## src/design/s88fc_pkg.sv

```systemverilog
// Shared types, codes and helper functions of the feedback chain slave.
// Used by the top level, the front end and the output stage; depends on nothing.
`default_nettype none

package s88fc_pkg;

  // Default number of entries in each store.
  localparam int STORE_DEPTH_DEF = 128;

  // Item kinds.
  localparam logic [1:0] KIND_LOAD  = 2'd0;
  localparam logic [1:0] KIND_XCHG  = 2'd1;
  localparam logic [1:0] KIND_REPLY = 2'd2;

  // Nibble masks.
  localparam logic [7:0] LOW_NIBBLE_MASK  = 8'h0F;
  localparam logic [7:0] HIGH_NIBBLE_MASK = 8'hF0;

  // Where the outgoing byte of an item comes from.
  typedef enum logic [1:0] {
    SRC_NONE  = 2'd0,
    SRC_FB    = 2'd1,
    SRC_CHAIN = 2'd2
  } src_t;

  // Per-item information carried from the front end to the output stage.
  typedef struct packed {
    src_t src;
    logic tx_valid;
    logic accepted;
    logic led;
  } s1_info_t;

  // Feedback byte count: twice the number of four-transmitter groups.
  function automatic logic [7:0] fb_byte_count(input logic [7:0] n);
    logic [6:0] groups;
    groups = 7'((n - 8'd1) >> 2) + 7'd1;
    return (n == 8'd0) ? 8'd0 : {groups, 1'b0};
  endfunction

  // Reduce an index below the store depth. With a depth of at least 64, an
  // index below 256 needs no more than four compare and subtract steps.
  function automatic logic [8:0] wrap_index(input logic [8:0] v, input int unsigned depth);
    logic [8:0] r;
    logic [8:0] d;
    r = v;
    d = 9'(depth);
    for (int i = 0; i < 4; i++) begin
      if (r >= d) begin
        r = r - d;
      end
    end
    return r;
  endfunction

endpackage

`default_nettype wire

```

## src/design/s88_feedback_chain_slave.sv

```systemverilog
// Feedback chain slave. Takes one item per clock cycle while the receiver
// keeps out_ready high. An item taken is read from the stores into the read
// stage and moves on into the result register as soon as that register is
// free. A stalled result holds in the result register while one further
// item is read, so the input side keeps taking items until both stages are
// full. The feedback store is kept as two nibble RAMs so a radio reply is a
// plain write. After reset a clearing pass writes zero to every store entry,
// one entry per cycle, so in_ready stays low until all STORE_DEPTH entries
// (128 by default) are cleared. The user must write the transmitter count
// through cfg_write and cfg_data only while the block is idle; the block
// itself does not enforce this. Depends on s88fc_pkg, s88fc_front, s88fc_out
// and s88fc_ram.
`default_nettype none

module s88_feedback_chain_slave #(
  parameter int STORE_DEPTH = s88fc_pkg::STORE_DEPTH_DEF
) (
  input  wire logic       clk,
  input  wire logic       rst,
  input  wire logic       cfg_write,
  input  wire logic [7:0] cfg_data,
  input  wire logic       in_valid,
  output      logic       in_ready,
  input  wire logic [1:0] kind,
  input  wire logic [7:0] rx_byte,
  input  wire logic [7:0] polled_transmitter,
  input  wire logic [7:0] reply_address,
  input  wire logic [7:0] reply_value,
  input  wire logic [7:0] reply_check,
  output      logic       out_valid,
  input  wire logic       out_ready,
  output      logic [7:0] tx_byte,
  output      logic       tx_valid,
  output      logic       reply_accepted,
  output      logic       led_on
);

  import s88fc_pkg::*;

  localparam int AW = $clog2(STORE_DEPTH);

  logic          fire;
  logic          clearing;
  logic [AW-1:0] fb_raddr;
  logic [AW-1:0] fb_waddr;
  logic          hi_we;
  logic          lo_we;
  logic [3:0]    nib_wdata;
  logic [AW-1:0] ch_raddr;
  logic [AW-1:0] ch_waddr;
  logic          ch_we;
  logic [7:0]    ch_wdata;
  logic [3:0]    hi_rdata;
  logic [3:0]    lo_rdata;
  logic [7:0]    ch_rdata;
  s1_info_t      info;

  // Decode, pointers and clearing pass.
  s88fc_front #(
    .STORE_DEPTH(STORE_DEPTH)
  ) u_front (
    .clk                (clk),
    .rst                (rst),
    .fire               (fire),
    .cfg_write          (cfg_write),
    .cfg_data           (cfg_data),
    .kind               (kind),
    .rx_byte            (rx_byte),
    .polled_transmitter (polled_transmitter),
    .reply_address      (reply_address),
    .reply_value        (reply_value),
    .reply_check        (reply_check),
    .clearing           (clearing),
    .fb_raddr           (fb_raddr),
    .fb_waddr           (fb_waddr),
    .hi_we              (hi_we),
    .lo_we              (lo_we),
    .nib_wdata          (nib_wdata),
    .ch_raddr           (ch_raddr),
    .ch_waddr           (ch_waddr),
    .ch_we              (ch_we),
    .ch_wdata           (ch_wdata),
    .info               (info)
  );

  // High nibbles of the feedback store (even transmitters).
  s88fc_ram #(
    .WIDTH (4),
    .DEPTH (STORE_DEPTH)
  ) u_fb_hi (
    .clk   (clk),
    .we    (hi_we),
    .waddr (fb_waddr),
    .wdata (nib_wdata),
    .re    (fire),
    .raddr (fb_raddr),
    .rdata (hi_rdata)
  );

  // Low nibbles of the feedback store (odd transmitters).
  s88fc_ram #(
    .WIDTH (4),
    .DEPTH (STORE_DEPTH)
  ) u_fb_lo (
    .clk   (clk),
    .we    (lo_we),
    .waddr (fb_waddr),
    .wdata (nib_wdata),
    .re    (fire),
    .raddr (fb_raddr),
    .rdata (lo_rdata)
  );

  // Chain delay buffer.
  s88fc_ram #(
    .WIDTH (8),
    .DEPTH (STORE_DEPTH)
  ) u_chain (
    .clk   (clk),
    .we    (ch_we),
    .waddr (ch_waddr),
    .wdata (ch_wdata),
    .re    (fire),
    .raddr (ch_raddr),
    .rdata (ch_rdata)
  );

  // Read stage, result register and handshake.
  s88fc_out u_out (
    .clk            (clk),
    .rst            (rst),
    .clearing       (clearing),
    .in_valid       (in_valid),
    .in_ready       (in_ready),
    .fire           (fire),
    .info           (info),
    .hi_rdata       (hi_rdata),
    .lo_rdata       (lo_rdata),
    .ch_rdata       (ch_rdata),
    .out_valid      (out_valid),
    .out_ready      (out_ready),
    .tx_byte        (tx_byte),
    .tx_valid       (tx_valid),
    .reply_accepted (reply_accepted),
    .led_on         (led_on)
  );

endmodule

`default_nettype wire

```

## src/design/s88fc_ram.sv

```systemverilog
// Generic single-write, single-read RAM with a registered read port.
// A read and a write to the same address in one cycle return the old data.
`default_nettype none

module s88fc_ram #(
  parameter int WIDTH = 8,
  parameter int DEPTH = 128,
  localparam int AW = $clog2(DEPTH)
) (
  input  wire logic             clk,
  input  wire logic             we,
  input  wire logic [AW-1:0]    waddr,
  input  wire logic [WIDTH-1:0] wdata,
  input  wire logic             re,
  input  wire logic [AW-1:0]    raddr,
  output      logic [WIDTH-1:0] rdata
);

  logic [WIDTH-1:0] mem [DEPTH];

  // Write and read-first registered read.
  always_ff @(posedge clk) begin
    if (we) begin
      mem[waddr] <= wdata;
    end
    if (re) begin
      rdata <= mem[raddr];
    end
  end

endmodule

`default_nettype wire

```

## src/design/s88fc_front.sv

```systemverilog
// Front end: decodes each accepted item, keeps the chain and feedback
// pointers, the LED flag, the count register and the clearing pass.
// Depends on s88fc_pkg.
`default_nettype none

module s88fc_front #(
  parameter int STORE_DEPTH = s88fc_pkg::STORE_DEPTH_DEF,
  localparam int AW = $clog2(STORE_DEPTH)
) (
  input  wire logic                 clk,
  input  wire logic                 rst,
  input  wire logic                 fire,
  input  wire logic                 cfg_write,
  input  wire logic [7:0]           cfg_data,
  input  wire logic [1:0]           kind,
  input  wire logic [7:0]           rx_byte,
  input  wire logic [7:0]           polled_transmitter,
  input  wire logic [7:0]           reply_address,
  input  wire logic [7:0]           reply_value,
  input  wire logic [7:0]           reply_check,
  output      logic                 clearing,
  output      logic [AW-1:0]        fb_raddr,
  output      logic [AW-1:0]        fb_waddr,
  output      logic                 hi_we,
  output      logic                 lo_we,
  output      logic [3:0]           nib_wdata,
  output      logic [AW-1:0]        ch_raddr,
  output      logic [AW-1:0]        ch_waddr,
  output      logic                 ch_we,
  output      logic [7:0]           ch_wdata,
  output      s88fc_pkg::s1_info_t  info
);

  import s88fc_pkg::*;

  localparam logic [AW-1:0] LAST_INDEX = AW'(STORE_DEPTH - 1);

  logic [7:0]    tcount;
  logic [7:0]    fb_ptr;
  logic [AW-1:0] wr_ptr;
  logic [AW-1:0] rd_ptr;
  logic          led;
  logic          led_next;
  logic [AW-1:0] clr_addr;

  logic       is_load;
  logic       is_xchg;
  logic       is_reply;
  logic       fb_done;
  logic       reply_ok;
  logic [7:0] byte_count;
  s1_info_t   info_next;

  // Item decode and the reply address and check test.
  always_comb begin
    is_load    = (kind == KIND_LOAD);
    is_xchg    = (kind == KIND_XCHG);
    is_reply   = (kind == KIND_REPLY);
    byte_count = fb_byte_count(tcount);
    fb_done    = (fb_ptr == byte_count);
    reply_ok   = is_reply
               && (({1'b0, polled_transmitter} + 9'd1) == {1'b0, reply_address})
               && (reply_check == (reply_address ^ reply_value));
    led_next   = led ^ reply_ok;
  end

  // Store addresses and write commands. The clearing pass owns the write
  // ports of all three stores until every entry holds zero.
  always_comb begin
    fb_raddr  = is_load ? '0 : AW'(wrap_index({1'b0, fb_ptr}, STORE_DEPTH));
    fb_waddr  = clearing ? clr_addr
                         : AW'(wrap_index({2'b00, polled_transmitter[7:1]}, STORE_DEPTH));
    hi_we     = clearing || (fire && reply_ok && !polled_transmitter[0]);
    lo_we     = clearing || (fire && reply_ok && polled_transmitter[0]);
    nib_wdata = clearing ? 4'h0 : 4'(reply_value & LOW_NIBBLE_MASK);
    ch_raddr  = rd_ptr;
    ch_waddr  = clearing ? clr_addr : wr_ptr;
    ch_we     = clearing || (fire && is_xchg);
    ch_wdata  = clearing ? 8'h00 : rx_byte;
  end

  // Information for the output stage.
  always_comb begin
    info_next.src      = SRC_NONE;
    info_next.tx_valid = is_load || is_xchg;
    info_next.accepted = reply_ok;
    info_next.led      = led_next;
    if (is_load || (is_xchg && !fb_done)) begin
      info_next.src = SRC_FB;
    end else if (is_xchg) begin
      info_next.src = SRC_CHAIN;
    end
  end

  // Item information travels alongside the registered store reads.
  always_ff @(posedge clk) begin
    if (fire) begin
      info <= info_next;
    end
  end

  // Clearing pass after reset: one store entry per cycle.
  always_ff @(posedge clk) begin
    if (rst) begin
      clearing <= 1'b1;
      clr_addr <= '0;
    end else if (clearing) begin
      clr_addr <= clr_addr + 1'b1;
      if (clr_addr == LAST_INDEX) begin
        clearing <= 1'b0;
      end
    end
  end

  // Pointers, LED flag and count register.
  always_ff @(posedge clk) begin
    if (rst) begin
      tcount <= 8'd1;
      fb_ptr <= '0;
      wr_ptr <= '0;
      rd_ptr <= '0;
      led    <= 1'b0;
    end else begin
      if (cfg_write) begin
        tcount <= cfg_data;
      end
      if (fire) begin
        led <= led_next;
        if (is_load) begin
          fb_ptr <= 8'd1;
          wr_ptr <= '0;
          rd_ptr <= '0;
        end else if (is_xchg) begin
          if (fb_done) begin
            rd_ptr <= (rd_ptr == LAST_INDEX) ? '0 : rd_ptr + 1'b1;
          end else begin
            fb_ptr <= fb_ptr + 8'd1;
          end
          wr_ptr <= (wr_ptr == LAST_INDEX) ? '0 : wr_ptr + 1'b1;
        end
      end
    end
  end

endmodule

`default_nettype wire

```

## src/design/s88fc_out.sv

```systemverilog
// Output side: stage after the store reads and the result register, with
// the valid and ready handshake of both channels. Depends on s88fc_pkg.
`default_nettype none

module s88fc_out (
  input  wire logic                clk,
  input  wire logic                rst,
  input  wire logic                clearing,
  input  wire logic                in_valid,
  output      logic                in_ready,
  output      logic                fire,
  input  wire s88fc_pkg::s1_info_t info,
  input  wire logic [3:0]          hi_rdata,
  input  wire logic [3:0]          lo_rdata,
  input  wire logic [7:0]          ch_rdata,
  output      logic                out_valid,
  input  wire logic                out_ready,
  output      logic [7:0]          tx_byte,
  output      logic                tx_valid,
  output      logic                reply_accepted,
  output      logic                led_on
);

  import s88fc_pkg::*;

  logic       s1_valid;
  logic       s1_move;
  logic [7:0] tx_next;

  // Handshake: the read stage advances when the result register is free.
  // No item is taken while the stores are being cleared.
  always_comb begin
    s1_move  = s1_valid && (!out_valid || out_ready);
    in_ready = !clearing && (!s1_valid || s1_move);
    fire     = in_valid && in_ready;
  end

  // Outgoing byte.
  always_comb begin
    unique case (info.src)
      SRC_FB: begin
        tx_next = {hi_rdata, lo_rdata};
      end
      SRC_CHAIN: begin
        tx_next = ch_rdata;
      end
      default: begin
        tx_next = 8'h00;
      end
    endcase
  end

  // Valid flags of both stages.
  always_ff @(posedge clk) begin
    if (rst) begin
      s1_valid  <= 1'b0;
      out_valid <= 1'b0;
    end else begin
      if (fire) begin
        s1_valid <= 1'b1;
      end else if (s1_move) begin
        s1_valid <= 1'b0;
      end
      if (s1_move) begin
        out_valid <= 1'b1;
      end else if (out_ready) begin
        out_valid <= 1'b0;
      end
    end
  end

  // Result register.
  always_ff @(posedge clk) begin
    if (s1_move) begin
      tx_byte        <= tx_next;
      tx_valid       <= info.tx_valid;
      reply_accepted <= info.accepted;
      led_on         <= info.led;
    end
  end

endmodule

`default_nettype wire

```

## config.mk

```make
export PLATFORM = sky130hd
export DESIGN_NAME = s88_feedback_chain_slave
export DESIGN_NICKNAME = d
export VERILOG_FILES = /design/src/design/s88fc_pkg.sv /design/src/design/s88_feedback_chain_slave.sv /design/src/design/s88fc_ram.sv /design/src/design/s88fc_front.sv /design/src/design/s88fc_out.sv
export SDC_FILE = /design/constraint.sdc
export NUM_CORES = 2
export LEC_CHECK = 0
export BUFFER_PORTS_ARGS = -buffer_cell sky130_fd_sc_hd__buf_2
export CAP_MARGIN = 20
export CORE_AREA = 2 2 413 415
export DETAILED_ROUTE_END_ITERATION = 10
export DIE_AREA = 0 0 415 417
export MAX_ROUTING_LAYER = met4
export PLACE_DENSITY = 0.68
export SYNTH_ARGS = -nofsm -noshare
export SYNTH_HDL_FRONTEND = slang
export SYNTH_HIERARCHICAL = 1
export SYNTH_SLANG_ARGS = --single-unit
```

## constraint.sdc

```tcl
create_clock -name clk -period 24.5 [get_ports clk]
set_input_delay 1.225 -clock clk [delete_from_list [all_inputs] [get_ports clk]]
set_output_delay 1.225 -clock clk [all_outputs]
set_load 0.02 [all_outputs]
```

* After elaboration in Yosys (flattened, before gate mapping)
Memory sizes are Yosys's and may differ from the RTL's. A register that Yosys moved wholly into a read port is not among the register bits. Cells that the tools add are included.
Operators by class: eq/ne operators 11, reduce and logical (&&, ||, !) cells 31, $lt $le $gt $ge 4, bitwise logic cells 2, add/subtract/negate cells 11, mux-type cells 34
Operators by type and width (count):
- $mux W7 | 11
- $mux W8 | 5
- $ge A9 B8 Y1 const B | 3
- $mux W9 | 3
- $add A7 B1 Y7 const B | 3
- $eq A7 B7 Y1 const B | 3
- $sub A9 B8 Y9 const B | 2
- $eq A8 B8 Y1 | 2
- $pmux W8 S2 | 1
- $mux W1 | 12
- $logic_and A1 B1 Y1 | 10
- $add A8 B1 Y9 const B | 1
- $eq A9 B8 Y1 | 1
- $sub A8 B8 Y9 const B | 1
- $add A8 B1 Y8 const B | 1
- $ge A8 B8 Y1 const B | 1
- $logic_not A8 Y1 | 1
- $reduce_bool A2 Y1 | 4
- $sub A8 B1 Y8 const B | 1
- $xor A8 B8 Y8 | 1
- $add A6 B1 Y7 const B | 1
- $logic_or A1 B1 Y1 | 7
- $sub A7 B1 Y7 const B | 1
- $reduce_and A3 Y1 | 2
- other kinds (9) | 15
Storage, ports and cells: memories 3, bits of input ports 55, output and inout bits 13, bits in writable memories 2048, word-level logic and storage cells 113, register bits 57
Memory list:
- u_chain.mem | depth 128, width 8, rd ports 1, clocked after Yosys merged registers in 1, write ports 1, line s88fc_ram.sv:19 | logic [WIDTH-1:0] mem [DEPTH];
- u_fb_hi.mem | depth 128, width 4, rd ports 1, clocked after Yosys merged registers in 1, write ports 1, line s88fc_ram.sv:19
- u_fb_lo.mem | depth 128, width 4, rd ports 1, clocked after Yosys merged registers in 1, write ports 1, line s88fc_ram.sv:19

* Depth between registers and ports, before layout
depth after elaboration 11, gate-level depth with buffers 12, mapped depth without buffers 10

* Cells and area by module
The synthesis kept the hierarchy.
By module, submodules not included:
- s88fc_ram at u_fb_hi ... | area an instance 20233.2 um^2, seq. area each 15494.9 um^2, cells an instance 908, times used 2
- s88fc_ram at u_chain | area an instance 39745.6 um^2, seq. area each 30989.7 um^2, cells an instance 1635, times used 1
- s88fc_front | area an instance 3096.7 um^2, seq. area each 930.9 um^2, cells an instance 392, times used 1
- s88fc_out | area an instance 614.3 um^2, seq. area each 370.4 um^2, cells an instance 44, times used 1

* Worst setup path before layout
No wires, ideal clock.
kind input-to-reg, from in reply_value[0], to mem u_fb_hi.mem[0][0], data pin, library setup time 1446 ps, data arrival time 7370 ps, buffers on the path 0, data required time 23054 ps, setup slack 15684 ps, stages on the path 1, cells stage by stage nor2b_1
Between the ends: word-level cells in the longest chain between the ends 1
Ends and longest elaborated chain:
- start: declaration | line s88_feedback_chain_slave.sv:28 | input wire logic [7:0] reply_value,
- $mux W4 | line s88fc_front.sv:75 | nib_wdata = clearing ? 4'h0 : 4'(reply_value & LOW_NIBBLE_MASK);
- end: declaration | line s88fc_ram.sv:19
Every way passes these cells.

* Final worst setup path
from in kind[1], to reg u_fb_lo.rdata[1] (read register of u_fb_lo.mem), data pin
Between the ends: word-level cells in the longest chain between the ends 2
Ends and longest elaborated chain:
- start: declaration | line s88_feedback_chain_slave.sv:24 | input wire logic [1:0] kind,
- $logic_not A2 Y1 | line s88fc_front.sv:56 | is_load = (kind == KIND_LOAD);
- $mux W7 | line s88fc_front.sv:70 | fb_raddr = is_load ? '0 : AW'(wrap_index({1'b0, fb_ptr}, STORE_DEPTH));
- net fb_raddr[0] | line s88_feedback_chain_slave.sv:44 | logic [AW-1:0] fb_raddr;
- end: declaration | line s88fc_ram.sv:16 | output logic [WIDTH-1:0] rdata
The timed path passes the listed nets, and every way through them passes these cells. A chain may end at the register's enable or synchronous reset.

==> impl_metrics.env <==
export IMPL_cp_common_cell="buf_4"
export IMPL_grtUsageTotal=0.224
export IMPL_synth_most_common_cell="edfxtp_1"
export IMPL_post_route_min_period_ns=5.46
export IMPL_seq_area_frac_synth=0.754
export IMPL_wl_per_cell_um=29.0
export IMPL_grt_ovfl_total=0
export IMPL_cts_buffers_inserted=205
export IMPL_regArea_um2=63300
export IMPL_rr_worst_depth=9
export IMPL_cp_max_fo=44
export IMPL_clockPowerShare=0.434
export IMPL_syn_area_um2=83900
export IMPL_cp_slowest_cell="buf_4"
export IMPL_powerDensity_nw_per_um2=76.1
export IMPL_cts_repair_resized=0
export IMPL_gp_congestion=0.815
export IMPL_ys_warn_count=6
export IMPL_grt_busiest_layer="met2"
export IMPL_grt_met3_usage=0.0360
export IMPL_hold_start="u_front/info[0]$_DFFE_PP_"
export IMPL_synth_cell_type_count=70
export IMPL_clk_pin_slew_ns=0.06
export IMPL_start_kind="primary input"
export IMPL_worst_pin_slew_ns=1.18
export IMPL_vias=39552
export IMPL_critPathKind="in2reg"
export IMPL_cts_htree_levels=4
export IMPL_synth_nets=3950
export IMPL_clockBufferDepth=3
export IMPL_use_met1=0.291
export IMPL_rrSetupSlack_ns=19.39
export IMPL_vdd_drop_max_mv=0.0732
export IMPL_wirelength_um=186000
export IMPL_combPwrFrac=0.013
export IMPL_maxSlewHeadroom=0.213
export IMPL_grt_max_degree=209
export IMPL_drc=0
export IMPL_die_w_um=415
export IMPL_setup_violations_final=0
export IMPL_worstPathRequired_ns=25.09
export IMPL_hpwl_um=113000
export IMPL_nets=4100
export IMPL_ys_ff_latch=2121
export IMPL_synth_top_area_cell="edfxtp_1"
export IMPL_pin_count=68
export IMPL_area_growth_synth_to_final_pct=11.6
export IMPL_tns_ns=0
export IMPL_pwr_share_seq=0.552
export IMPL_synthFlopType="edfxtp_1"
export IMPL_cts_tree="built"
export IMPL_met2_usage=0.367
export IMPL_cts_root_buf="clkbuf_16"
export IMPL_p_leak_nw=28.4
export IMPL_grt_pass1_vias=40280
export IMPL_hold_viol_final=0
export IMPL_ant_nets=0
export IMPL_cts_setup_buffers=0
export IMPL_grt_antenna_before_repair=3
export IMPL_synth_async_reset_ratio=0
export IMPL_r2r_end="u_fb_lo/rdata[1]$_DFFE_PP_"
export IMPL_netlist_instances=3887
export IMPL_clock_latency_ns=0.85
export IMPL_switching_share=0.199
export IMPL_p_sw_w=0.00142
export IMPL_hold_path_cell_count=0
export IMPL_hold_end="u_out/led_on$_DFFE_PP_"
export IMPL_path_cells="buf_2 > nor2_1 > buf_4 > nor2_4 > buf_4 > buf_4 > buf_4 > mux4_2 > mux4_2 > mux4_2 > mux2_2"
export IMPL_synth_area_top_cells="edfxtp_1 (74%), mux4_2 (18%), nor2_1 (1.9%), dfxtp_1 (0.98%), clkbuf_1 (0.49%)"
export IMPL_status="finished clean"
export IMPL_grt_pass1_wl_um=275000
export IMPL_holdBufCountCts=0
export IMPL_max_clock_freq_mhz=183
export IMPL_layout_drive_gt1_share=0.283
export IMPL_synth_common_cells="edfxtp_1 (2080), mux4_2 (672), nor2_1 (416)"
export IMPL_dieArea_um2=173000
export IMPL_cpPeakStageDelay_ns=0.70
export IMPL_rsz0062_at_grt="no"
export IMPL_maxCapViolCount=0
export IMPL_final_max_slew_violation_count=0
export IMPL_min_period_over_period=0.223
export IMPL_synth_top_area_share=0.744
export IMPL_multiInputGateArea_um2=19800
export IMPL_start_util=0.498
export IMPL_arrival_ns=6.05
export IMPL_routed_via_density=6.15
export IMPL_fillerInstances=12380
export IMPL_cts_sinks=2121
export IMPL_avgSynthCellArea_um2=21.6
export IMPL_dp_cells=6045
export IMPL_core_area_um2=169000
export IMPL_rows=151
export IMPL_power_internal_w=0.00571
export IMPL_io_buffers=67
export IMPL_stdcell_count=6426
export IMPL_clock_skew_ns=0.0307
export IMPL_r2r_start="u_front/fb_ptr[0]$_SDFFE_PP0P_"
export IMPL_firstDrtPassIters=7
export IMPL_drt_iter0_drc=4752
export IMPL_hold_path_class="reg2reg"
export IMPL_end_kind="register"
export IMPL_die_h_um=417
export IMPL_synth_edff_count=2080
registers in the layout, summed over array words and instances, names as in the netlist:
| register | cells |
|---|---|
| u_fb_hi/mem | 512 |
| u_out/s1_valid | 1 |
| u_front/tcount | 8 |
| u_out/led_on | 1 |
| u_fb_hi/rdata | 4 |
| u_fb_lo/mem | 512 |
| u_out/tx_byte | 8 |
| u_front/wr_ptr | 7 |
| u_front/fb_ptr | 8 |
| u_fb_lo/rdata | 4 |
| u_chain/mem | 1024 |
| u_out/reply_accepted | 1 |
| u_chain/rdata | 8 |
| u_front/clr_addr | 7 |
| u_front/info | 5 |
| u_out/out_valid | 1 |
| u_out/tx_valid | 1 |
| u_front/led | 1 |
| u_front/clearing | 1 |
| u_front/ch_raddr | 7 |
placed cells by master, fill, tap and decap left out, drive strengths merged, types with 3 or more instances in the layout:
cell type / instances
buf: 154
nor2b: 48
mux2i: 11
a211o: 4
nand2b: 15
nand3: 54
ha: 8
mux4: 672
or4: 5
mux2: 17
a31oi: 5
or3: 7
nand3b: 3
nor3: 35
nor2: 416
inv: 36
o21ai: 25
xor2: 17
diode: 3
a22oi: 10
clkinv: 100
nand4: 21
edfxtp: 2080
clkinvlp: 9
clkbuf: 237
dfxtp: 41
a21oi: 17
and3: 7
a22o: 4
nand2: 70
bufinv: 19
xnor2: 17
a21o: 5
how the worst max path moves through the flow:
stage,from,slack (ns),endpoint
finish,kind[1],19.04,u_fb_lo/rdata[1]$_DFFE_PP_
global route,kind[0],18.67,u_fb_lo/rdata[1]$_DFFE_PP_
CTS,kind[1],18.16,u_fb_lo/rdata[0]$_DFFE_PP_
detailed placement,kind[1],17.26,u_fb_lo/rdata[0]$_DFFE_PP_
global placement,kind[1],17.28,u_fb_lo/rdata[0]$_DFFE_PP_
floorplan,reply_value[0],15.68,u_fb_hi/mem[0][0]$_DFFE_PP_
critical path, delay by kind of cell:
kind          cells  cell delay, ns
simple gates      2            0.31
mux               4            1.89
buf+inv           5            2.45
layout make-up:
class | count | area share
clock inverter | 138 | 0.0144
tap | 2218 | 0.0296
multi-input combinational | 1529 | 0.211
timing repair buffer | 154 | 0.0116
antenna | 3 | 0.0000801
clock buffer | 237 | 0.0563
inverter | 26 | 0.00104
sequential | 2121 | 0.676
per-layer routing:
layer / up-vias / routed length, µm / share of wire
met5: - / 0 / 0
met1: 21067 / 72400 / 0.39
met3: 319 / 12700 / 0.068
li1: 16510 / - / -
met4: 0 / 5240 / 0.028
met2: 1656 / 95800 / 0.51
logic make-up (layout without fill, tap and decap cells):
group | after synthesis | count (layout) | share of synthesized area
buffers and inverters | 237 | 555 | 0.0123
XOR/XNOR | 35 | 35 | 0.00382
multiplexers | 700 | 700 | 0.184
AND/OR/NAND/NOR | 690 | 690 | 0.0362
AO/OA/AOI/OAI | 96 | 96 | 0.00853
flip-flops | 2121 | 2121 | 0.754
other | 0 | 3 | 0
adder cells (fa/ha/maj) | 8 | 8 | 0.00119
power groups by stage:
stage          clock (W)  sequential (W)  combinational, W
6_report         0.00310         0.00394         0.0000952
5_1_grt          0.00330         0.00394         0.0000989
4_1_cts          0.00315         0.00394         0.0000945
3_5_place_dp           0         0.00402         0.0000940
3_3_place_gp           0         0.00402         0.0000934
2_1_floorplan          0         0.00401         0.0000524
through the flow:
stage	cell area, µm²	utilization	power (W)	hold slack, ns	worst slack (ns)
2_1_floorplan	83900	-	0.00407	0.400	15.68
3_3_place_gp	87000	0.516	0.00411	0.402	17.28
3_5_place_dp	87000	0.516	0.00411	0.406	17.26
4_1_cts	93600	0.555	0.00719	0.425	18.16
5_1_grt	93700	0.556	0.00733	0.430	18.67
6_report	93700	0.556	0.00713	0.431	19.04
No activity file was read; power rests on OpenSTA's default activity.
